### config.mk
export PLATFORM = sky130hd
export DESIGN_NAME = t2vs_pixel
export DESIGN_NICKNAME = d
export VERILOG_FILES = /design/src/rtl/tiled_2bpp_video_scanout_core_macros.svh /design/src/rtl/t2vs_pkg.sv /design/src/rtl/t2vs_pixel.sv
export SDC_FILE = /design/constraint.sdc
export NUM_CORES = 1
export LEC_CHECK = 0
export BUFFER_PORTS_ARGS = -buffer_cell sky130_fd_sc_hd__buf_4
export CORE_ASPECT_RATIO = 2
export CORE_UTILIZATION = 40
export CTS_BUF_LIST = sky130_fd_sc_hd__clkbuf_2 sky130_fd_sc_hd__clkbuf_4 sky130_fd_sc_hd__clkbuf_8
export CTS_CLUSTER_SIZE = 25
export DETAILED_ROUTE_END_ITERATION = 12
export PLACE_DENSITY = 0.67
export SYNTH_ARGS = -nofsm -noshare
export SYNTH_HDL_FRONTEND = slang
export SYNTH_SLANG_ARGS = --single-unit
### constraint.sdc
create_clock -name clk -period 2.7 [get_ports clk]
set_input_delay 0.54 -clock clk [delete_from_list [all_inputs] [get_ports clk]]
set_output_delay 0.54 -clock clk [all_outputs]
set_load 0.01 [all_outputs]
### src/rtl/tiled_2bpp_video_scanout_core_macros.svh
// ----------------------------------------------------------------------------
// Assertion macros for the tiled 2bpp scanout core
// Immediate-cycle and next-cycle checks, clocked on clk, disabled in reset.
// ----------------------------------------------------------------------------
`ifndef TILED_2BPP_VIDEO_SCANOUT_CORE_MACROS_SVH
`define TILED_2BPP_VIDEO_SCANOUT_CORE_MACROS_SVH

// same-cycle implication
`define T2VS_CHECK(lbl, ante, cons, msg) \
  lbl: assert property (@(posedge clk) disable iff (rst) (ante) |-> (cons)) \
    else $error(msg);

// next-cycle implication
`define T2VS_CHECK_NEXT(lbl, ante, cons, msg) \
  lbl: assert property (@(posedge clk) disable iff (rst) (ante) |=> (cons)) \
    else $error(msg);

`endif

### src/rtl/t2vs_pkg.sv
// ----------------------------------------------------------------------------
// t2vs_pkg
// Shared types, constants and the color level table of the scanout core.
// ----------------------------------------------------------------------------
package t2vs_pkg;

  localparam int unsigned LINE_TOTAL_DEF  = 800;
  localparam int unsigned FRAME_LINES_DEF = 525;
  localparam int unsigned VRAM_DEPTH_DEF  = 65536;

  localparam logic [9:0] VIS_W = 10'd640;
  localparam logic [9:0] VIS_H = 10'd480;

  localparam int unsigned PAL_SEL_BIT = 4;

  typedef enum logic [4:0] {
    REG_DATA    = 5'd0,
    REG_ADDR_HI = 5'd1,
    REG_ADDR_LO = 5'd2
  } reg_code_t;

  typedef struct packed {
    logic        visible;
    logic [9:0]  col;
    logic [8:0]  row;
    logic        fetch;
    logic        use_last;
    logic [7:0]  last_byte;
    logic        odd;
    logic        frame_end;
    logic        buffer_sel;
    logic [31:0] frames;
  } tick_t;

  typedef struct packed {
    logic       en;
    logic [3:0] idx;
    logic [7:0] data;
  } pal_wr_t;

  // 3-bit level * 255 / 7
  function automatic logic [7:0] level8(input logic [2:0] v);
    logic [7:0] r;
    case (v)
      3'd0:    r = 8'd0;
      3'd1:    r = 8'd36;
      3'd2:    r = 8'd72;
      3'd3:    r = 8'd109;
      3'd4:    r = 8'd145;
      3'd5:    r = 8'd182;
      3'd6:    r = 8'd218;
      default: r = 8'd255;
    endcase
    return r;
  endfunction

endpackage

### src/rtl/t2vs_pixel.sv
// ----------------------------------------------------------------------------
// t2vs_pixel
// Pixel stage: shift register, palette lookup, RGBM expansion and the
// result register.
// ----------------------------------------------------------------------------
module t2vs_pixel (
  input  logic              clk,
  input  logic              rst,
  input  logic              tick_go,
  input  t2vs_pkg::tick_t   tick,
  input  logic [7:0]        rd_data,
  input  t2vs_pkg::pal_wr_t pal_wr,
  output logic              s1_free,
  output logic              res_valid,
  input  logic              res_ready,
  output logic              pixel_valid,
  output logic [9:0]        pixel_col,
  output logic [8:0]        pixel_row,
  output logic [7:0]        red,
  output logic [7:0]        green,
  output logic [7:0]        blue,
  output logic              frame_end,
  output logic              buffer_sel,
  output logic [31:0]       frames_done
);

  logic [7:0]      palette [16];
  logic            s1_valid;
  t2vs_pkg::tick_t s1;
  logic [7:0]      shift_reg;

  logic            advance;
  logic [7:0]      base;
  logic [7:0]      shift_next;
  logic [7:0]      pal_byte;

  assign advance = !res_valid || res_ready;
  assign s1_free = !s1_valid || advance;

  always_comb begin
    if (s1.fetch) begin
      base = s1.use_last ? s1.last_byte : rd_data;
    end else begin
      base = shift_reg;
    end
    shift_next = s1.odd ? {base[5:0], 2'b00} : base;
    pal_byte   = palette[{2'b00, base[7:6]}];
  end

  always_ff @(posedge clk) begin
    if (rst) begin
      s1_valid  <= 1'b0;
      res_valid <= 1'b0;
      shift_reg <= '0;
      for (int i = 0; i < 16; i++) begin
        palette[i] <= '0;
      end
    end else begin
      if (pal_wr.en) begin
        palette[pal_wr.idx] <= pal_wr.data;
      end
      if (s1_free) begin
        s1_valid <= tick_go;
      end
      if (advance) begin
        res_valid <= s1_valid;
        if (s1_valid && s1.visible) begin
          shift_reg <= shift_next;
        end
      end
    end
  end

  always_ff @(posedge clk) begin
    if (tick_go) begin
      s1 <= tick;
    end
    if (advance && s1_valid) begin
      pixel_valid <= s1.visible;
      pixel_col   <= s1.col;
      pixel_row   <= s1.row;
      if (s1.visible) begin
        red   <= t2vs_pkg::level8({pal_byte[7:6], pal_byte[0]});
        green <= t2vs_pkg::level8(pal_byte[5:3]);
        blue  <= t2vs_pkg::level8({pal_byte[2:1], pal_byte[0]});
      end else begin
        red   <= '0;
        green <= '0;
        blue  <= '0;
      end
      frame_end   <= s1.frame_end;
      buffer_sel  <= s1.buffer_sel;
      frames_done <= s1.frames;
    end
  end

endmodule

# Word-level counts from Yosys, hierarchy flattened

Memories as Yosys holds them, arrays and structs flattened.
Cells that the tools add are included.

Eq/ne operators: 18
Mux-type cells: 14
Reduce and logical (&&, ||, !) cells: 11

Operators by type and width:

| cell                                                | count |
|---|---|
| case mux 8 bit (7 select lines)                     | 3 |
| two-way mux 8 bit                                   | 4 |
| equality test 3 bit, second input constant          | 9 |
| equality test 3 x 2 -> 1 bit, second input constant | 6 |
| equality test 3 x 1 -> 1 bit, second input constant | 3 |
| logical NOT 3 bit                                   | 3 |
| OR reduction 8 bit                                  | 1 |
| two-way mux 1 bit                                   | 6 |
| two-way mux 4 bit                                   | 1 |
| logical AND 1 bit                                   | 2 |
| logical NOT 1 bit                                   | 2 |
| logical OR 1 bit                                    | 2 |
| AND reduction 2 bit                                 | 1 |

Flip-flop bits (word level): 153
Bits in writable memories: 128
Bits of input ports: 90
Output and inout port bits: 80
Word-level logic and storage cells: 66
Memories kept: 1

Memories:

| memory  | depth | width | read ports | clocked after memory_dff | wr ports | RTL line         | source |
|---|---|---|---|---|---|---|---|
| palette | 16    | 8     | 1          | 0                        | 16       | t2vs_pixel.sv:27 | `logic [7:0] palette [16];` |

# Depth between registers and ports, before layout

Depth after elaboration: 5
Depth in mapped cells: 7
Gate-level depth less buffers: 5

# Least setup slack after synthesis

OpenSTA, ideal clock, no wires.

Path kind: input to register
Start point: input res_ready
End point: register blue[0] (enable)
Setup time: 0.433 ns
Arrival: 2.264 ns
Path slack: 0.002 ns
Stages on the path: 2
Cell sequence: nand2b_1 -> and2_1

Longest elaborated chain between the ends: 2

Ends and longest elaborated chain:

| element              | RTL line         | source |
|---|---|---|
| start, declared      | t2vs_pixel.sv:15 | `input logic res_ready,` |
| logical OR 1 bit     | t2vs_pixel.sv:37 | `assign advance = !res_valid \|\| res_ready;` |
| logical AND 1 bit    | t2vs_pixel.sv:78 | `if (advance && s1_valid) begin` |
| end signal, assigned | t2vs_pixel.sv:85 | `blue <= t2vs_pkg::level8({pal_byte[2:1], pal_byte[0]});` |
| end, declared        | t2vs_pixel.sv:21 | `output logic [7:0] blue,` |

Every way passes these cells.
A chain may end at the register's enable or synchronous reset.

# Worst setup path after layout

Start point: register s1[43] in the netlist's numbering
End point: register green[0], data pin

Longest elaborated chain between the ends: 5
Elaborated cells between the ends (all ways): 11
Those cells by class: 6 x eq/ne; 3 x mux; 1 x reduce/logical; 1 x memory

Ends and longest elaborated chain:

| element                                     | RTL line         | source |
|---|---|---|
| start, declared                             | t2vs_pixel.sv:29 | `t2vs_pkg::tick_t s1;` |
| start signal, assigned                      | t2vs_pixel.sv:76 | `s1 <= tick;` |
| two-way mux 8 bit (*)                       | t2vs_pixel.sv:42 | `base = s1.use_last ? s1.last_byte : rd_data;` |
| two-way mux 8 bit (*)                       | t2vs_pixel.sv:41 | `if (s1.fetch) begin` |
| memory read (16 x 8 bit) (*)                | -                |  |
| equality test 3 bit (tied with other cells) | t2vs_pkg.sv:44   | `case (v)` |
| case mux 8 bit (7 select lines) (*)         | t2vs_pkg.sv:44   |  |
| end signal, assigned                        | t2vs_pixel.sv:84 | `green <= t2vs_pkg::level8(pal_byte[5:3]);` |
| end, declared                               | t2vs_pixel.sv:20 | `output logic [7:0] green,` |

Every way passes the cells marked *; elsewhere a longest branch is shown, timed or not.

==> metrics.yaml <==
outcome:
  status: "completed"
route:
  dr.pass1.iters: 4
  drtIter0Drc: 160
  routedWlPerCell_um: 16.4
  drc: 0
  vias_per_cell: 4.87
  antenna_left: 0
  vias: 3724
  wl_um: 12600
timing:
  worst_pin_slew_ns: 0.628
  tns_ns: 0
  setup_viol: 0
  relSlewSlack_pct: 56.9
  fin_skew_ns: 0.0103
  hold_viol_final: 0
  max_clock_freq_mhz: 447
  fin_hold_ws_ns: 0.261
  period_needed_ns: 2.24
  worst_slack_ns: 0.463
  fin_crit_sh_pct: 82.9
  rsz0062_at_grt: "no"
  slew_viol_final: 0
finish:
  regMostFlops: "s1"
  antenna_cells: 0
  reg_top3: "s1: 65 flops, frames_done: 32 flops, palette: 32 flops"
  layout-drive-gt1-share_pct: 40.6
  largest_reg_flops: 65
  fin_nets: 641
  layoutNonFillerInstCount: 765
  area_delta_synth_final_pct: 28.5
logic_synthesis:
  synth.most_common_cell: "edfxtp_1"
  synth_top_cells_by_area: "edfxtp_1 76%, mux2i_1 4.1%, and2_1 3.3%"
  synth_top_cell_by_area: "edfxtp_1"
  synth_top_family_by_area: "simple AND/OR/NAND/NOR gates"
  synth_area_um2: 6530
  synthMuxAreaShare_pct: 5.52
  avgSynthCellArea_um2: 17.4
  ys_warn_count: 0
  syn_nets: 466
  ys_seq_area_share_pct: 79.0
  synthArstFlopShare_pct: 0
  synthSimpleGateAreaFrac_pct: 8.97
  synth_cells: 376
  yosys.area.top_type_share_pct: 75.9
  synth_commonest_cells: "165 x edfxtp_1, 34 x and2_1, 27 x mux2i_1"
  yosys_most_used_dff: "edfxtp_1"
  synth_compound_area_share_pct: 4.06
  ys_ff_latch: 175
  synth_xor_area_share_pct: 0
  synth_edf_count: 165
  yosys.cell_types.count: 36
  synth_adder_area_share_pct: 0
power:
  p_sw_uw: 1270
  combPwrFrac_pct: 9.5
  power_frac_clock_pct: 32.2
  p_per_area_nw_per_um2: 664
  power_uw: 5570
  p_leak_uw: 0.00325
  p_sw_share_pct: 22.8
  p_int_uw: 4300
  seq_power_share_pct: 58.2
  peakVddDrop_uv: 287
clock_network:
  cts_root_buffer: "clkbuf_8"
  cts_tree: "yes"
  clock_sinks: 175
  clk_path_buf_depth: 2
  htree_num_levels: 4
  clk_pin_slew_ns: 0.09
  cts.repair.resized: 0
  postCtsHoldBufs: 0
  numCtsBuffers: 17
  post_cts_buffers: 0
  worstSkewPairLatency_ns: 0.46
global_routing:
  grt_max_degree: 69
  antenna_found_initial: 0
  grt_util_met3_pct: 4.83
  grt_pass1_vias: 3733
  met1_usage_pct: 14.4
  gr-usage-all-layers_pct: 15.3
  globalRouteMet2Util_pct: 28.3
  grt_pass1_wl_um: 18900
  grt-ovfl-total: 0
  busiest_layer: "met2"
placed_design:
  dpl.cell_count: 733
  dp_hpwl_um: 9360
  io_buffer_count: 169
  gp_congestion: 0.822
  post-place-ws_ns: 0.354
worst_setup_path:
  slowest_delay_ns: 0.46
  timing.critical_path.buf_inv: 0
  crit_type: "reg -> reg"
  critPathRequiredTime_ns: 2.91
  crit_top_cell: "mux2i_1"
  cp_slowest_cell: "mux2i_1"
  startpoint_type: "flop"
  crit_start: "s1[43]"
  cp_top_family: "compound AO/OA/AOI/OAI gates"
  timing.rr.start: "s1[43]"
  cp_data_arrival_time_ns: 2.45
  path_cells: "mux2i_1, a21o_1, mux2i_1, a211oi_2, a2bb2o_1"
  crit_fanout: 6
  endpoint_kind: "flop"
die:
  die_w_um: 92.3
  die_area_um2: 16900
  die_height_um: 183
  io_pins: 170
  coreArea_um2: 15900
  start_util_pct: 41.2
  rows: 65
hold_path:
  holdCritStartpoint: "tick[41]"
  hold_path.class: "in -> reg"
run:
  max_cap_viol_count: 0
[layout make-up]
class	instances	area (µm²)
Tap cell	201	251
Inverter	4	15.0
Clock buffer	19	249
Sequential cell	175	5150
Clock inverter	13	151
Fill cell	1307	7470
Multi-Input combinational cell	176	1210
Timing Repair Buffer	177	1350
[per-layer routing]
metal	up-vias	wire length, µm
li1	1759	-
met1	1796	4200
met2	137	7240
met3	32	651
met4	0	490
met5	-	0
[per-stage QoR]
step / instance area (µm²) / util, %
floorplan: 6530 / -
global placement: 7990 / 50.4
detailed placement: 7990 / 50.4
CTS: 8390 / 52.9
global route: 8390 / 52.9
finish: 8390 / 52.9
[cell families after synthesis]
logic type      count (synthesis)
buf+inv                        25
mux                            34
compound gates                 30
simple gates                  112
flops                         175
[path summary, 6_finish.rpt]
check,end,cells past startpoint,slack [ns]
max reg2reg,green[0],5,0.46
min,s1[41],1,0.26
min reg2reg,pixel_row[1],0,0.42
max,green[0],5,0.46
[power by group through the flow]
stage	Clock, µW	Combinational (µW)	Sequential, µW
3_3_place_gp	0	521	3290
2_1_floorplan	0	245	3310
4_1_cts	1850	537	3240
3_5_place_dp	0	535	3310
5_1_grt	1950	574	3260
6_report	1790	531	3240
[cell usage in the layout, fill, tap and decap left out, types with 2 or more instances in the layout]
cell type,count
nand2_1,22
nor3_1,8
bufinv_16,2
edfxtp_1,165
a22o_1,3
buf_4,175
nor2b_1,10
mux2_2,6
nor2_1,20
or2_2,4
and2_1,33
dfxtp_1,10
clkinvlp_4,3
and3_1,2
buf_12,2
clkbuf_8,17
clkbuf_4,2
mux2i_1,27
a2bb2o_1,3
inv_6,5
a21oi_1,5
a211oi_2,3
a22oi_1,5
nand3_1,6
a31oi_1,2
a32oi_1,2
inv_1,4
a221oi_2,3
Note: power is estimated with default switching activity, not from simulation.
