## src/rtl/tiled_2bpp_video_scanout_core_macros.svh

```systemverilog
// ----------------------------------------------------------------------------
// Assertion macros for the tiled 2bpp scanout core
// Immediate-cycle and next-cycle checks, clocked on clk, disabled in reset.
// ----------------------------------------------------------------------------
`ifndef TILED_2BPP_VIDEO_SCANOUT_CORE_MACROS_SVH
`define TILED_2BPP_VIDEO_SCANOUT_CORE_MACROS_SVH

// same-cycle implication
`define T2VS_CHECK(lbl, ante, cons, msg) \
  lbl: assert property (@(posedge clk) disable iff (rst) (ante) |-> (cons)) \
    else $error(msg);

// next-cycle implication
`define T2VS_CHECK_NEXT(lbl, ante, cons, msg) \
  lbl: assert property (@(posedge clk) disable iff (rst) (ante) |=> (cons)) \
    else $error(msg);

`endif

```

## src/rtl/t2vs_pkg.sv

```systemverilog
// ----------------------------------------------------------------------------
// t2vs_pkg
// Shared types, constants and the color level table of the scanout core.
// ----------------------------------------------------------------------------
package t2vs_pkg;

  localparam int unsigned LINE_TOTAL_DEF  = 800;
  localparam int unsigned FRAME_LINES_DEF = 525;
  localparam int unsigned VRAM_DEPTH_DEF  = 65536;

  localparam logic [9:0] VIS_W = 10'd640;
  localparam logic [9:0] VIS_H = 10'd480;

  localparam int unsigned PAL_SEL_BIT = 4;

  typedef enum logic [4:0] {
    REG_DATA    = 5'd0,
    REG_ADDR_HI = 5'd1,
    REG_ADDR_LO = 5'd2
  } reg_code_t;

  typedef struct packed {
    logic        visible;
    logic [9:0]  col;
    logic [8:0]  row;
    logic        fetch;
    logic        use_last;
    logic [7:0]  last_byte;
    logic        odd;
    logic        frame_end;
    logic        buffer_sel;
    logic [31:0] frames;
  } tick_t;

  typedef struct packed {
    logic       en;
    logic [3:0] idx;
    logic [7:0] data;
  } pal_wr_t;

  // 3-bit level * 255 / 7
  function automatic logic [7:0] level8(input logic [2:0] v);
    logic [7:0] r;
    case (v)
      3'd0:    r = 8'd0;
      3'd1:    r = 8'd36;
      3'd2:    r = 8'd72;
      3'd3:    r = 8'd109;
      3'd4:    r = 8'd145;
      3'd5:    r = 8'd182;
      3'd6:    r = 8'd218;
      default: r = 8'd255;
    endcase
    return r;
  endfunction

endpackage

```

## src/rtl/t2vs_front.sv

```systemverilog
// ----------------------------------------------------------------------------
// t2vs_front
// Beam counters, bus register decode, write pointer and contention tracking.
// Issues the VRAM fetch and hands each tick to the pixel stage.
// ----------------------------------------------------------------------------
module t2vs_front #(
  parameter int unsigned LINE_TOTAL  = t2vs_pkg::LINE_TOTAL_DEF,
  parameter int unsigned FRAME_LINES = t2vs_pkg::FRAME_LINES_DEF,
  parameter int unsigned VRAM_DEPTH  = t2vs_pkg::VRAM_DEPTH_DEF,
  localparam int unsigned AW = $clog2(VRAM_DEPTH)
) (
  input  logic              clk,
  input  logic              rst,
  input  logic              go,
  input  logic              cmd,
  input  logic [4:0]        reg_index,
  input  logic [7:0]        wdata,
  output logic              vram_we,
  output logic [AW-1:0]     vram_waddr,
  output logic [7:0]        vram_wdata,
  output logic              vram_re,
  output logic [AW-1:0]     vram_raddr,
  output logic              tick_go,
  output t2vs_pkg::tick_t   tick,
  output t2vs_pkg::pal_wr_t pal_wr
);

  localparam logic [16:0] DEPTH17 = 17'(VRAM_DEPTH);

  logic [9:0]  beam_col;
  logic [9:0]  beam_row;
  logic [7:0]  last_written;
  logic [1:0]  contention_count;
  logic [15:0] write_pointer;
  logic [31:0] frame_counter;
  logic        buffer_toggle;

  logic [9:0]  beam_col_next;
  logic [9:0]  beam_row_next;
  logic [31:0] frame_counter_next;
  logic        buffer_toggle_next;

  logic        bus_go;
  logic        visible;
  logic        fetch;
  logic        use_last;
  logic [10:0] col_inc;
  logic [10:0] row_inc;
  logic        line_end;
  logic        frame_wrap;
  logic [16:0] wp_ext;
  logic [16:0] wp_mod;
  logic [16:0] fa_ext;
  logic [16:0] fa_mod;

  assign bus_go  = go && cmd;
  assign tick_go = go && !cmd;

  assign visible  = (beam_col < t2vs_pkg::VIS_W) && (beam_row < t2vs_pkg::VIS_H);
  assign fetch    = visible && (beam_col[2:0] == 3'd0);
  assign use_last = (contention_count != 2'd0);

  // tiled layout: 8-row tiles, 1 KiB per tile row, 8 bytes per 8-pixel column
  assign wp_ext = {1'b0, write_pointer};
  assign wp_mod = (wp_ext >= DEPTH17) ? wp_ext - DEPTH17 : wp_ext;
  assign fa_ext = {1'b0, beam_row[9:4], beam_col[9:3], beam_row[3:1]};
  assign fa_mod = (fa_ext >= DEPTH17) ? fa_ext - DEPTH17 : fa_ext;

  assign col_inc    = {1'b0, beam_col} + 11'd1;
  assign row_inc    = {1'b0, beam_row} + 11'd1;
  assign line_end   = (col_inc >= 11'(LINE_TOTAL));
  assign frame_wrap = line_end && (row_inc >= 11'(FRAME_LINES));

  always_comb begin
    beam_col_next      = line_end ? 10'd0 : col_inc[9:0];
    beam_row_next      = beam_row;
    frame_counter_next = frame_counter;
    buffer_toggle_next = buffer_toggle;
    if (line_end) begin
      beam_row_next = frame_wrap ? 10'd0 : row_inc[9:0];
    end
    if (frame_wrap) begin
      frame_counter_next = frame_counter + 32'd1;
      buffer_toggle_next = ~buffer_toggle;
    end
  end

  always_comb begin
    tick.visible    = visible;
    tick.col        = visible ? beam_col : 10'd0;
    tick.row        = visible ? beam_row[8:0] : 9'd0;
    tick.fetch      = fetch;
    tick.use_last   = use_last;
    tick.last_byte  = last_written;
    tick.odd        = beam_col[0];
    tick.frame_end  = frame_wrap;
    tick.buffer_sel = buffer_toggle_next;
    tick.frames     = frame_counter_next;
  end

  assign vram_we    = bus_go && (reg_index == t2vs_pkg::REG_DATA);
  assign vram_waddr = wp_mod[AW-1:0];
  assign vram_wdata = wdata;
  assign vram_re    = tick_go && fetch && !use_last;
  assign vram_raddr = fa_mod[AW-1:0];

  assign pal_wr.en   = bus_go && reg_index[t2vs_pkg::PAL_SEL_BIT];
  assign pal_wr.idx  = reg_index[3:0];
  assign pal_wr.data = wdata;

  always_ff @(posedge clk) begin
    if (rst) begin
      beam_col         <= '0;
      beam_row         <= '0;
      last_written     <= '0;
      contention_count <= '0;
      write_pointer    <= '0;
      frame_counter    <= '0;
      buffer_toggle    <= 1'b0;
    end else if (bus_go) begin
      if (reg_index == t2vs_pkg::REG_DATA) begin
        write_pointer    <= write_pointer + 16'd1;
        last_written     <= wdata;
        contention_count <= 2'd2;
      end else if (reg_index == t2vs_pkg::REG_ADDR_HI) begin
        write_pointer[15:8] <= wdata;
      end else if (reg_index == t2vs_pkg::REG_ADDR_LO) begin
        write_pointer[7:0] <= wdata;
      end
    end else if (tick_go) begin
      beam_col      <= beam_col_next;
      beam_row      <= beam_row_next;
      frame_counter <= frame_counter_next;
      buffer_toggle <= buffer_toggle_next;
      if (fetch && use_last) begin
        contention_count <= contention_count - 2'd1;
      end
    end
  end

endmodule

```

## config.mk

```make
export PLATFORM = sky130hd
export DESIGN_NAME = t2vs_front
export DESIGN_NICKNAME = d
export VERILOG_FILES = /design/src/rtl/tiled_2bpp_video_scanout_core_macros.svh /design/src/rtl/t2vs_pkg.sv /design/src/rtl/t2vs_front.sv
export SDC_FILE = /design/constraint.sdc
export NUM_CORES = 1
export LEC_CHECK = 0
export BUFFER_PORTS_ARGS = -buffer_cell sky130_fd_sc_hd__buf_2
export CORE_MARGIN = 3
export CORE_UTILIZATION = 45
export CTS_BUF_LIST = sky130_fd_sc_hd__clkbuf_8
export DETAILED_ROUTE_END_ITERATION = 8
export PLACE_DENSITY = 0.75
export SYNTH_ARGS = -nofsm -noshare
export SYNTH_HDL_FRONTEND = slang
export SYNTH_SLANG_ARGS = --single-unit
```

## constraint.sdc

```tcl
create_clock -name clk -period 5.55 [get_ports clk]
set_input_delay 1.11 -clock clk [delete_from_list [all_inputs] [get_ports clk]]
set_output_delay 1.11 -clock clk [all_outputs]
set_load 0.05 [all_outputs]
```

Word level (Yosys, flattened, before mapping). Cells that the tools add are included.

$add $sub $neg: 7. $lt $le $gt $ge: 6. Equality and inequality tests: 4. Multiplexer cells: 16. Bitwise gates (word level): 2. Reductions and logical operators: 25.

Operators with widths (count): $mux W16 (3); $ge A16 B17 Y1 const B (2); $add A32 B1 Y32 const B (1); $mux W32 (1); $sub A16 B1 Y16 const B (2); $mux W10 (3); $mux W8 (3); $add A10 B1 Y11 const B (2); $ge A11 B10 Y1 const B (2); $add A16 B1 Y16 const B (1); $logic_and A1 B1 Y1 (10); $lt A10 B10 Y1 const B (1); $lt A10 B9 Y1 const B (1); $reduce_bool A2 Y1 (5); $mux W9 (1); $reduce_and A3 Y1 (3); $mux W2 (4); $reduce_and A2 Y1 (3); $eq A5 B1 Y1 const B (1); $eq A5 B2 Y1 const B (1); $logic_not A5 Y1 (1); $logic_not A3 Y1 (1); $logic_not A1 Y1 (2); $ne A2 B1 Y1 const B (1); other kinds (4) (5).

Bits in registers: 79. Bits of input ports: 17. Logic and storage cells: 68.

Logic depth before layout (Yosys ltp). Gate-level depths: netlist (run 1).

Depth after elaboration: 7. Depth in mapped cells: 11.

Worst setup path before layout (run 1). No wires, ideal clock.

Kind: register to output. Start point: reg beam_row[1]. End point: out tick[17] (netlist name). Arrival time: 3.077 ns. Data required time: 4.440 ns. Path slack: 1.363 ns. Cell stages (with the launch flop): 12. Path through: dfxtp_1 inv_1 ha_1 or3b_2 a221oi_1 a211o_1 o2bb2ai_1 buf_4 buf_6 buf_6 nor3_1 xnor2_1.

RTL lines: start, declared (RTL line t2vs_front.sv:31) `logic [9:0] beam_row;`; start signal, assigned (RTL line t2vs_front.sv:132) `beam_row <= beam_row_next;`; end, declared (RTL line t2vs_front.sv:24) `output t2vs_pkg::tick_t tick,`.

==> flow_metrics.tcl, run 1 <==
set metrics [dict create \
    maxClockFrequency_mhz 205 \
    drt-initial-drc-count 325 \
    ir_drop_mv 0.106 \
    critPathMaxFanout 14 \
    wirelength_microns 14100 \
    min_path_type "flip-flop to flip-flop" \
    detailed_routing_iterations_pass_1 5 \
    grt_pass1_wl_microns 23200 \
    htree_num_levels 3 \
    cts-root-to-sink-buffers 2 \
    number_of_flops_mapped_to_enable_cells_by_yosys 0 \
    die_area_sq_mm 0.0134 \
    worst_r2r_path_depth 9 \
    nNetsFinal 775 \
    critical_path.reg2reg.endpoint "frame_counter[29]" \
    post_cts.resized_instances 0 \
    postCtsSetupBuffers 0 \
    io_buffer_count 137 \
    holdWs_ps 491 \
    multiInputGateArea_sq_mm 0.00322 \
    slew_violations 0 \
    antenna_cells_inserted 0 \
    yosys_reg_bits 79 \
    path_clk_slew_ps 70 \
    viasPerCell 6.03 \
    syn_nets 714 \
    postSynthCellCount 690 \
    synthesis.yosys.warnings 0 \
    worst-r2r-setup-slack_ps 2330 \
    power.density_mw_per_mm2 184 \
    route.antenna.remaining_nets 0 \
    syn_area_sq_mm 0.00542 \
    die_h_microns 116 \
    worstSetupEndpointType "output port" \
    maxCapViolCount 0 \
    run_status "finished, final reports clean" \
    route.detailed.wl_per_inst_microns 15.7 \
    grt_pass1_vias 4948 \
    worst_pin_slew_ps 1150 \
    final_cells 897 \
    hold_viol 0 \
    cp_data_required_time_ps 4440 \
    hold_buffers 0 \
    cts_root_buf "clkbuf_8" \
    grt_max_degree 73 \
    final_core_utilization_pct 51.2 \
    placed_cells 883 \
    via_count 5413 \
    synth_seq_area_share_pct 29.2 \
    relSlewSlack_pct 23.0 \
    worst_skew_late_latency_ps 350 \
    rsz0062_at_grt "false" \
    floorplan.die.width_microns 116 \
    ios 138 \
    critical_path.startpoint "beam_row[5]" \
    crit_type "flip-flop to output port" \
    placement_rows 39 \
    globalRouteOverflowTotal 0 \
    async_flop_share_pct 0 \
    rr_startpoint "beam_row[1]" \
    sequential_cell_area_sq_mm 0.00158 \
    total_power_uw 1090 \
    core_area_sq_mm 0.0116 \
    area_delta_synth_final_pct 9.63 \
    dp_hpwl_microns 9780 \
    timing.critical_path.arrival_ps 3780 \
    fin_crit_sh_pct 88.0 \
    drt_drc_violations_left 0 \
    clock-skew-final_ps 8.01 \
    num-fill-cells 1110 \
    synth.avg_cell_area_sq_um 7.86 \
    synth.distinct_cells 61 \
    initial_utilization_pct 46.7 \
    ys.flop_type "dfxtp_1" \
    power.static_leakage_uw 0.00239 \
    startpoint_type "flip-flop" \
    finalWeightedCongestion 0.896 \
    globalRouteTotalUtil_pct 21.0 \
    tritoncts "done" \
    setup_viol 0 \
    critPathCapture "tick[1]" \
    layout-drive-gt1-share_pct 23.1 \
    totalNegativeSetupSlack_ps 0 \
    numCtsBuffers 9 \
    antenna_found_initial 0 \
    clock_sink_count 79 \
    final.min_clock_period_ps 4890 \
]
[per-stage QoR]
stage / area [sq um] / worst slack [ps]
floorplan: 5420 / 1360
global placement: 5780 / 1210
detailed placement: 5780 / 1060
CTS: 5940 / 658
global route: 5940 / 313
finish: 5940 / 664
[sequential cells by signal (all words and copies together) (netlist names)]
| name | cells |
|---|---|
| frame_counter | 32 |
| write_pointer | 16 |
| beam_col | 10 |
| beam_row | 10 |
| last_written | 8 |
| contention_count | 2 |
| buffer_toggle | 1 |
[cell type report]
type / instances / share of cell area [%]
clock buffers: 11 / 2.55
repair buffers: 145 / 12.6
inverters: 14 / 0.884
multi-input cells: 502 / 54.2
well taps: 143 / 3.01
flip-flops and latches: 79 / 26.6
clock inverters: 3 / 0.211
[where the power goes]
part / total [uW] / switching [uW] / internal, uW
registers: 579 / 8.28 / 571
clock network: 382 / 204 / 178
logic: 131 / 101 / 30.4
total: 1090 / 313 / 779
[how the worst min path moves through the flow]
| stage | start | to | slack [ps] | cells past startpoint |
|---|---|---|---|---|
| 2_1_floorplan | frame_counter[17] | frame_counter[17] | 450 | 2 |
| 4_1_cts | frame_counter[17] | frame_counter[17] | 500 | 2 |
| 5_1_grt | frame_counter[17] | frame_counter[17] | 520 | 2 |
| 6_report | frame_counter[31] | frame_counter[31] | 490 | 2 |
| 3_3_place_gp | frame_counter[17] | frame_counter[17] | 460 | 2 |
| 3_5_place_dp | last_written[0] | last_written[0] | 480 | 2 |
[synthesized netlist by cell type, types with 15 or more instances]
cell       n  area share (%)
dfxtp_1   79              29
nor2_1    32             2.2
a21oi_1   56             5.2
buf_4     46             6.4
o21ai_0   23             2.1
nor3_1    30             2.8
clkbuf_1  28             1.9
xnor2_1   15             2.4
or4_1     33             4.6
o31ai_1   29             4.0
and2_1    18             2.1
xor2_1    21             3.4
and3_1    21             2.4
nand2_1   43             3.0
nand3_1   44             4.1
[placed cells by master, fill, tap and decap left out, drive strengths merged, types with 4 or more instances in the layout]
cell type	synthesis	final
buf	65	145
dfxtp	79	79
a21oi	56	56
nand3	44	44
nand2	43	43
or4	33	33
nor2	32	32
nor3	30	30
o31ai	29	29
o21ai	23	23
xor2	22	22
and3	21	21
and2	18	18
xnor2	15	15
inv	13	15
clkbuf	30	11
nand4	11	11
a211oi	10	10
or3	10	10
nor4	9	9
a31oi	8	8
mux2i	8	8
o22ai	8	8
ha	7	7
a32o	6	6
and4	6	6
a22oi	4	4
a311oi	4	4
or2	4	4
a22o	4	4
nor3b	4	4
[worst max-delay path, stage by stage, from the launching register on]
cell and delay (ps):
dfxtp_1 550, and4_1 400, nor3b_2 270, xor2_2 300, a2bb2oi_1 940, nand2_1 270
inv_1 150, mux2_2 330, buf_2 210
[logic make-up (layout without fill, tap and decap cells)]
family | count (synthesis) | after routing | share of synthesized area, %
AND/OR/NAND/NOR | 279 | 279 | 28.8
AO/OA/AOI/OAI | 170 | 170 | 20.5
buffers and inverters | 109 | 173 | 12.0
flip-flops | 79 | 79 | 29.2
XOR/XNOR | 37 | 37 | 6.12
multiplexers | 9 | 9 | 1.69
adder cells (fa/ha/maj) | 7 | 7 | 1.62
[routing by layer]
metal | part of all wire (%) | vias up | global-route usage (%)
li1 | - | 2645 | -
met1 | 44 | 2531 | 26.1
met2 | 47 | 209 | 34.5
met3 | 7.0 | 28 | 5.07
met4 | 2.4 | 0 | 9.28
met5 | 0 | - | 0
Power figures use the tool's default switching activity.
==> inputs of run 2 (changes only) <==
--- a/config.mk
+++ b/config.mk
@@ -10,7 +10,7 @@
 export CORE_UTILIZATION = 45
 export CTS_BUF_LIST = sky130_fd_sc_hd__clkbuf_8
 export DETAILED_ROUTE_END_ITERATION = 8
-export PLACE_DENSITY = 0.75
+export PLACE_DENSITY = 0.69
 export SYNTH_ARGS = -nofsm -noshare
 export SYNTH_HDL_FRONTEND = slang
 export SYNTH_SLANG_ARGS = --single-unit
==> run 2 against run 1 <==
Critical path depth did not move. Wire length increased by 2.7%. First-iteration DRC count rose by 39%. Cell count increased by 0.33%. Highest routed layer unchanged. Global-route usage increased by 0.52 points. Largest power group unchanged. Worst hold slack lost 6.3 ps. Sequential power is essentially flat.
==> flow_metrics.tcl, run 2 (synthesized netlist as in run 1, its figures left out) <==
set metrics [dict create \
    final.min_clock_period_ps 4790 \
    via_count 5409 \
    dp_hpwl_microns 10100 \
    nNetsFinal 776 \
    hold_buffers 0 \
    slowest_delay_ps 880 \
    postCtsSetupBuffers 0 \
    clock_power_share_pct 40.6 \
    p_int_uw 865 \
    route.detailed.wl_per_inst_microns 16.1 \
    ios 138 \
    cp_data_required_time_ps 4440 \
    placed_cells 884 \
    wirelength_microns 14400 \
    die_area_sq_mm 0.0134 \
    placement_rows 39 \
    antenna_found_initial 0 \
    antenna_cells_inserted 0 \
    ir_drop_mv 0.148 \
    tritoncts "done" \
    worst_pin_slew_ps 1110 \
    viasPerCell 6.01 \
    final_core_utilization_pct 51.7 \
    cp_cell_sequence "and4_1 > nor3b_2 > xor2_2 > a2bb2oi_1 > nand2_1 > inv_1 > mux2_2 > buf_2" \
    rr_startpoint "beam_col[1]" \
    crit_type "flip-flop to output port" \
    startpoint_type "flip-flop" \
    io_buffer_count 137 \
    grt_max_degree 73 \
    globalRouteTotalUtil_pct 21.5 \
    worstHoldStart "frame_counter[17]" \
    detailed_routing_iterations_pass_1 5 \
    largest_register "frame_counter" \
    maxClockFrequency_mhz 209 \
    clock_sink_count 79 \
    die_h_microns 116 \
    power.static_leakage_uw 0.00241 \
    timing.critical_path.arrival_ps 3680 \
    grt_pass1_vias 5040 \
    clock-skew-final_ps 13.8 \
    hold_viol 0 \
    pwr-share-comb_pct 11.0 \
    power.share.switching_pct 27.7 \
    drt-initial-drc-count 452 \
    area_delta_synth_final_pct 10.8 \
    core_area_sq_mm 0.0116 \
    setup_viol 0 \
    worstSetupEndpointType "output port" \
    relSlewSlack_pct 26.2 \
    globalRouteOverflowTotal 0 \
    path_clk_slew_ps 90 \
    biggestRegsByFlops "frame_counter x32, write_pointer x16" \
    post_cts.resized_instances 0 \
    fin_crit_sh_pct 86.3 \
    maxCapViolCount 0 \
    worst_skew_late_latency_ps 360 \
    critPathMaxFanout 14 \
    final_cells 900 \
    finalWeightedCongestion 0.925 \
    rsz0062_at_grt "false" \
    slowest_stage "a2bb2oi_1" \
    min_path_type "flip-flop to flip-flop" \
    most_common_library_cell_in_the_layout_ignoring_fill_and_taps "buf_2" \
    slew_violations 0 \
    final_cell_mix "buf_2, dfxtp_1, a21oi_1, nand3_1, nand2_1" \
    route.antenna.remaining_nets 0 \
    htree_num_levels 3 \
    power.switching_uw 331 \
    largest_reg_flops 32 \
    drt_drc_violations_left 0 \
    power.share.sequential_pct 48.4 \
    totalNegativeSetupSlack_ps 0 \
    layout-drive-gt1-share_pct 23.5 \
    numCtsBuffers 9 \
    floorplan.die.width_microns 116 \
    cts-root-to-sink-buffers 2 \
    cts_root_buf "clkbuf_8" \
    critical_path.startpoint "beam_row[5]" \
    run_status "finished, final reports clean" \
    initial_utilization_pct 46.7 \
    power.density_mw_per_mm2 199 \
    grt_pass1_wl_microns 23700 \
]
## run 2: cell count changes in the layout (fill, tap and decap cells not counted)
cell / previous run / this run
buf_4: 8 / 9
inv_1: 15 / 14
bufinv_16: 0 / 2
clkbuf_8: 11 / 10
clkinvlp_4: 0 / 1
clkinv_4: 0 / 1
## run 2: worst paths after layout
check                           depth (start not counted)           endpoint  slack (ps)
worst min register to register                          2  frame_counter[17]         480
worst max-delay path                                    8            tick[1]         760
worst max register to register                          7  frame_counter[20]        2390
worst min-delay path                                    2  frame_counter[17]         480
## run 2: power groups by stage
| stage | Sequential [uW] | Combinational [uW] | Clock [uW] |
|---|---|---|---|
| 2_1_floorplan | 592 | 109 | 0 |
| 3_3_place_gp | 591 | 130 | 0 |
| 3_5_place_dp | 592 | 131 | 0 |
| 4_1_cts | 579 | 132 | 500 |
| 5_1_grt | 580 | 139 | 521 |
| 6_report | 579 | 132 | 485 |
## run 2: metal layers
| layer | global-route usage [%] | wire [microns] |
|---|---|---|
| met1 | 27.7 | 6350 |
| met2 | 35.2 | 6750 |
| met3 | 3.19 | 988 |
| met4 | 10.6 | 351 |
| met5 | 0 | 0 |
## run 2: through the flow
step	hold WS [ps]	worst slack (ps)	power (uW)	instance area, sq um
after detailed placement	469	1170	723	5790
after floorplan	452	1360	701	5420
final	485	760	1200	6010
after CTS	482	750	1210	6010
after global routing	518	403	1240	6010
after global placement	460	1250	722	5790
## run 2: layout make-up
| type | count | area [sq um] |
|---|---|---|
| fill | 1124 | 5610 |
| timing repair buffer | 146 | 753 |
| clock inverter | 6 | 85.1 |
| sequential | 79 | 1580 |
| multi-input combinational | 502 | 3220 |
| clock buffer | 10 | 138 |
| tap | 143 | 179 |
| inverter | 14 | 52.6 |
## run 2: critical path: cells and delay by family, from the launching register on
| kind | cells | cell delay (ps) |
|---|---|---|
| AND/OR/NAND/NOR | 3 | 910 |
| AO/OA/AOI/OAI | 1 | 880 |
| flip-flops | 1 | 530 |
| buffers and inverters | 2 | 350 |
| multiplexers | 1 | 340 |
| XOR/XNOR | 1 | 310 |
==> inputs of run 3 (changes only) <==
--- a/config.mk
+++ b/config.mk
@@ -5,12 +5,13 @@
 export SDC_FILE = /design/constraint.sdc
 export NUM_CORES = 1
 export LEC_CHECK = 0
+export ABC_AREA = 1
 export BUFFER_PORTS_ARGS = -buffer_cell sky130_fd_sc_hd__buf_2
 export CORE_MARGIN = 3
-export CORE_UTILIZATION = 45
+export CORE_UTILIZATION = 30
 export CTS_BUF_LIST = sky130_fd_sc_hd__clkbuf_8
 export DETAILED_ROUTE_END_ITERATION = 8
-export PLACE_DENSITY = 0.69
+export PLACE_DENSITY = 0.5
 export SYNTH_ARGS = -nofsm -noshare
 export SYNTH_HDL_FRONTEND = slang
 export SYNTH_SLANG_ARGS = --single-unit
==> run 3 against run 2 <==
Largest cell class unchanged. Critical path type unchanged. Via count up 10%. First-iteration DRC count is 23% lower. Maximum frequency is 17% higher. Utilization decreased by 17 points. Synthesized cell count grew 37%. Die area grew 57%. Register-to-register slack improved by 560 ps. Wire length grew 22%. Clock skew up 1.6 ps.
==> flow_metrics.tcl, run 3 <==
set metrics [dict create \
    setup_viol 0 \
    timing.critical_path.arrival_ps 3000 \
    ys.flop_type "dfxtp_1" \
    viasPerCell 4.63 \
    yosys_reg_bits 79 \
    wirelength_microns 17600 \
    rr_startpoint "beam_row[0]" \
    grt_max_degree 46 \
    post_cts.resized_instances 0 \
    globalRouteTotalUtil_pct 16.4 \
    worst_hold_path.num_cells 2 \
    critPathMaxFanout 36 \
    synth_xor_xnor_area_share_pct 4.37 \
    placed_cells 1274 \
    hold_viol 0 \
    worstHoldStart "contention_count[0]" \
    htree_num_levels 3 \
    dp_hpwl_microns 12800 \
    detailed_routing_iterations_pass_1 5 \
    synth.distinct_cells 34 \
    drt_drc_violations_left 0 \
    biggestRegsByFlops "frame_counter x32, write_pointer x16" \
    postSynthCellCount 946 \
    antenna_cells_inserted 0 \
    area_fraction_in_compound_gates_after_synthesis_pct 9.56 \
    final_cell_mix "nand2_1, inv_1, buf_2, nand3_1, nor2_1" \
    rsz0062_at_grt "false" \
    numCtsBuffers 9 \
    area_delta_synth_final_pct 14.2 \
    ir_drop_mv 0.117 \
    nNetsFinal 1049 \
    run_status "finished, final reports clean" \
    core_area_sq_mm 0.0189 \
    yosys.area.top_type_share_pct 27.2 \
    fin_crit_sh_pct 74.0 \
    floorplan.die.width_microns 145 \
    cts-root-to-sink-buffers 2 \
    synth_top_cells_by_area "dfxtp_1, nand2_1, nand3_1" \
    synthesis.yosys.warnings 0 \
    most_common_library_cell_in_the_layout_ignoring_fill_and_taps "nand2_1" \
    path_clk_slew_ps 90 \
    critical_path.startpoint "beam_row[1]" \
    cts_root_buf "clkbuf_8" \
    power.density_mw_per_mm2 218 \
    power.static_leakage_uw 0.00337 \
    finalWeightedCongestion 0.816 \
    final_cells 1290 \
    crit_type "flip-flop to output port" \
    synth_top_family_by_area "simple AND/OR/NAND/NOR gates" \
    synth_seq_area_share_pct 27.2 \
    initial_utilization_pct 30.8 \
    worst-r2r-setup-slack_ps 2950 \
    totalNegativeSetupSlack_ps 0 \
    min_path_type "flip-flop to flip-flop" \
    syn_area_sq_mm 0.00581 \
    num-fill-cells 2127 \
    worstSetupEndpointType "output port" \
    grt_pass1_vias 5368 \
    relSlewSlack_pct 39.3 \
    yosysTopAreaCell "dfxtp_1" \
    placement_rows 50 \
    startpoint_type "flip-flop" \
    number_of_flops_mapped_to_enable_cells_by_yosys 0 \
    globalRouteOverflowTotal 0 \
    synth.avg_cell_area_sq_um 6.14 \
    synthMuxAreaShare_pct 0 \
    layout-drive-gt1-share_pct 20.1 \
    most_instantiated_library_cell_after_synthesis "nand2_1" \
    synth.top_cells.by_count "nand2_1, inv_1, nand3_1" \
    clock-skew-final_ps 15.4 \
    route.antenna.remaining_nets 0 \
    largest_reg_flops 32 \
    yosys.area_share.simple_pct 40.1 \
    antenna_found_initial 0 \
    worst_skew_late_latency_ps 370 \
    grt_pass1_wl_microns 28500 \
    largest_register "frame_counter" \
    maxCapViolCount 0 \
    drt-initial-drc-count 346 \
    route.detailed.wl_per_inst_microns 13.6 \
    yosys.area_share.adder_pct 1.51 \
    io_buffer_count 137 \
    slew_violations 0 \
    clock_sink_count 79 \
    die_h_microns 145 \
    cp_data_required_time_ps 4440 \
    ios 138 \
    worst_r2r_path_depth 16 \
    tritoncts "done" \
    async_flop_share_pct 0 \
    syn_nets 970 \
    postCtsSetupBuffers 0 \
    hold_buffers 0 \
    worst_pin_slew_ps 909 \
    via_count 5971 \
    maxClockFrequency_mhz 244 \
    die_area_sq_mm 0.0211 \
    final.min_clock_period_ps 4110 \
]
[run 3: kinds of logic (layout without fill, tap and decap cells)]
kind of cell / count (synthesis) / in the layout
flip-flops: 79 / 79
adder cells (fa/ha/maj): 7 / 7
buffers and inverters: 212 / 296
AND/OR/NAND/NOR: 513 / 513
XOR/XNOR: 29 / 29
AO/OA/AOI/OAI: 106 / 106
[run 3: layout make-up]
| type | count | area (sq um) | area share, % |
|---|---|---|---|
| multi-input cells | 655 | 3230 | 48.7 |
| repair buffers | 140 | 708 | 10.7 |
| clock buffers | 9 | 124 | 1.87 |
| clock inverters | 7 | 145 | 2.19 |
| well taps | 260 | 325 | 4.90 |
| flip-flops and latches | 79 | 1580 | 23.8 |
| inverters | 140 | 526 | 7.91 |
[run 3: critical path: stages (launching register included)]
cell and delay, ps:
dfxtp_1 420, inv_1 100, ha_1 320, inv_1 60, nand2_1 40, nor2_1 80, nor2_1 40, nand2_1 50
nand2_1 50, nor2_1 120, nand2_1 80, nand2_2 80, nand2_4 260, nand2_8 380, nand2_1 130, nand2_1 80
buf_2 260
[run 3: path summary, 6_finish.rpt]
kind	endpoint
hold reg to reg	contention_count[0]
hold / removal	contention_count[0]
setup / recovery	tick[2]
setup reg to reg	frame_counter[24]
[run 3: per-stage QoR]
stage               cell area, sq um  hold WS, ps  setup slack [ps]  utilization, %  power, uW
floorplan                       5810          447               965               -        819
global placement                6370          470              1890            33.7        873
detailed placement              6370          470              1830            33.7        873
CTS                             6640          485              1390            35.1       1470
global route                    6640          519              1130            35.1       1520
finish                          6640          485              1440            35.1       1450
[run 3: report_power, final]
| part | leakage [uW] | total, uW | switching, uW | internal (uW) |
|---|---|---|---|---|
| Combinational | 0.00260 | 250 | 190 | 60.2 |
| Clock | 0.000130 | 592 | 246 | 346 |
| Sequential | 0.000643 | 608 | 23.7 | 584 |
| Total | 0.00337 | 1450 | 459 | 991 |
[run 3: per-layer routing]
metal  track usage (%)  routed length, microns
met2              27.2                    8200
met1              21.7                    8300
met4              2.75                     108
met3              4.28                     942
met5                 0                       0
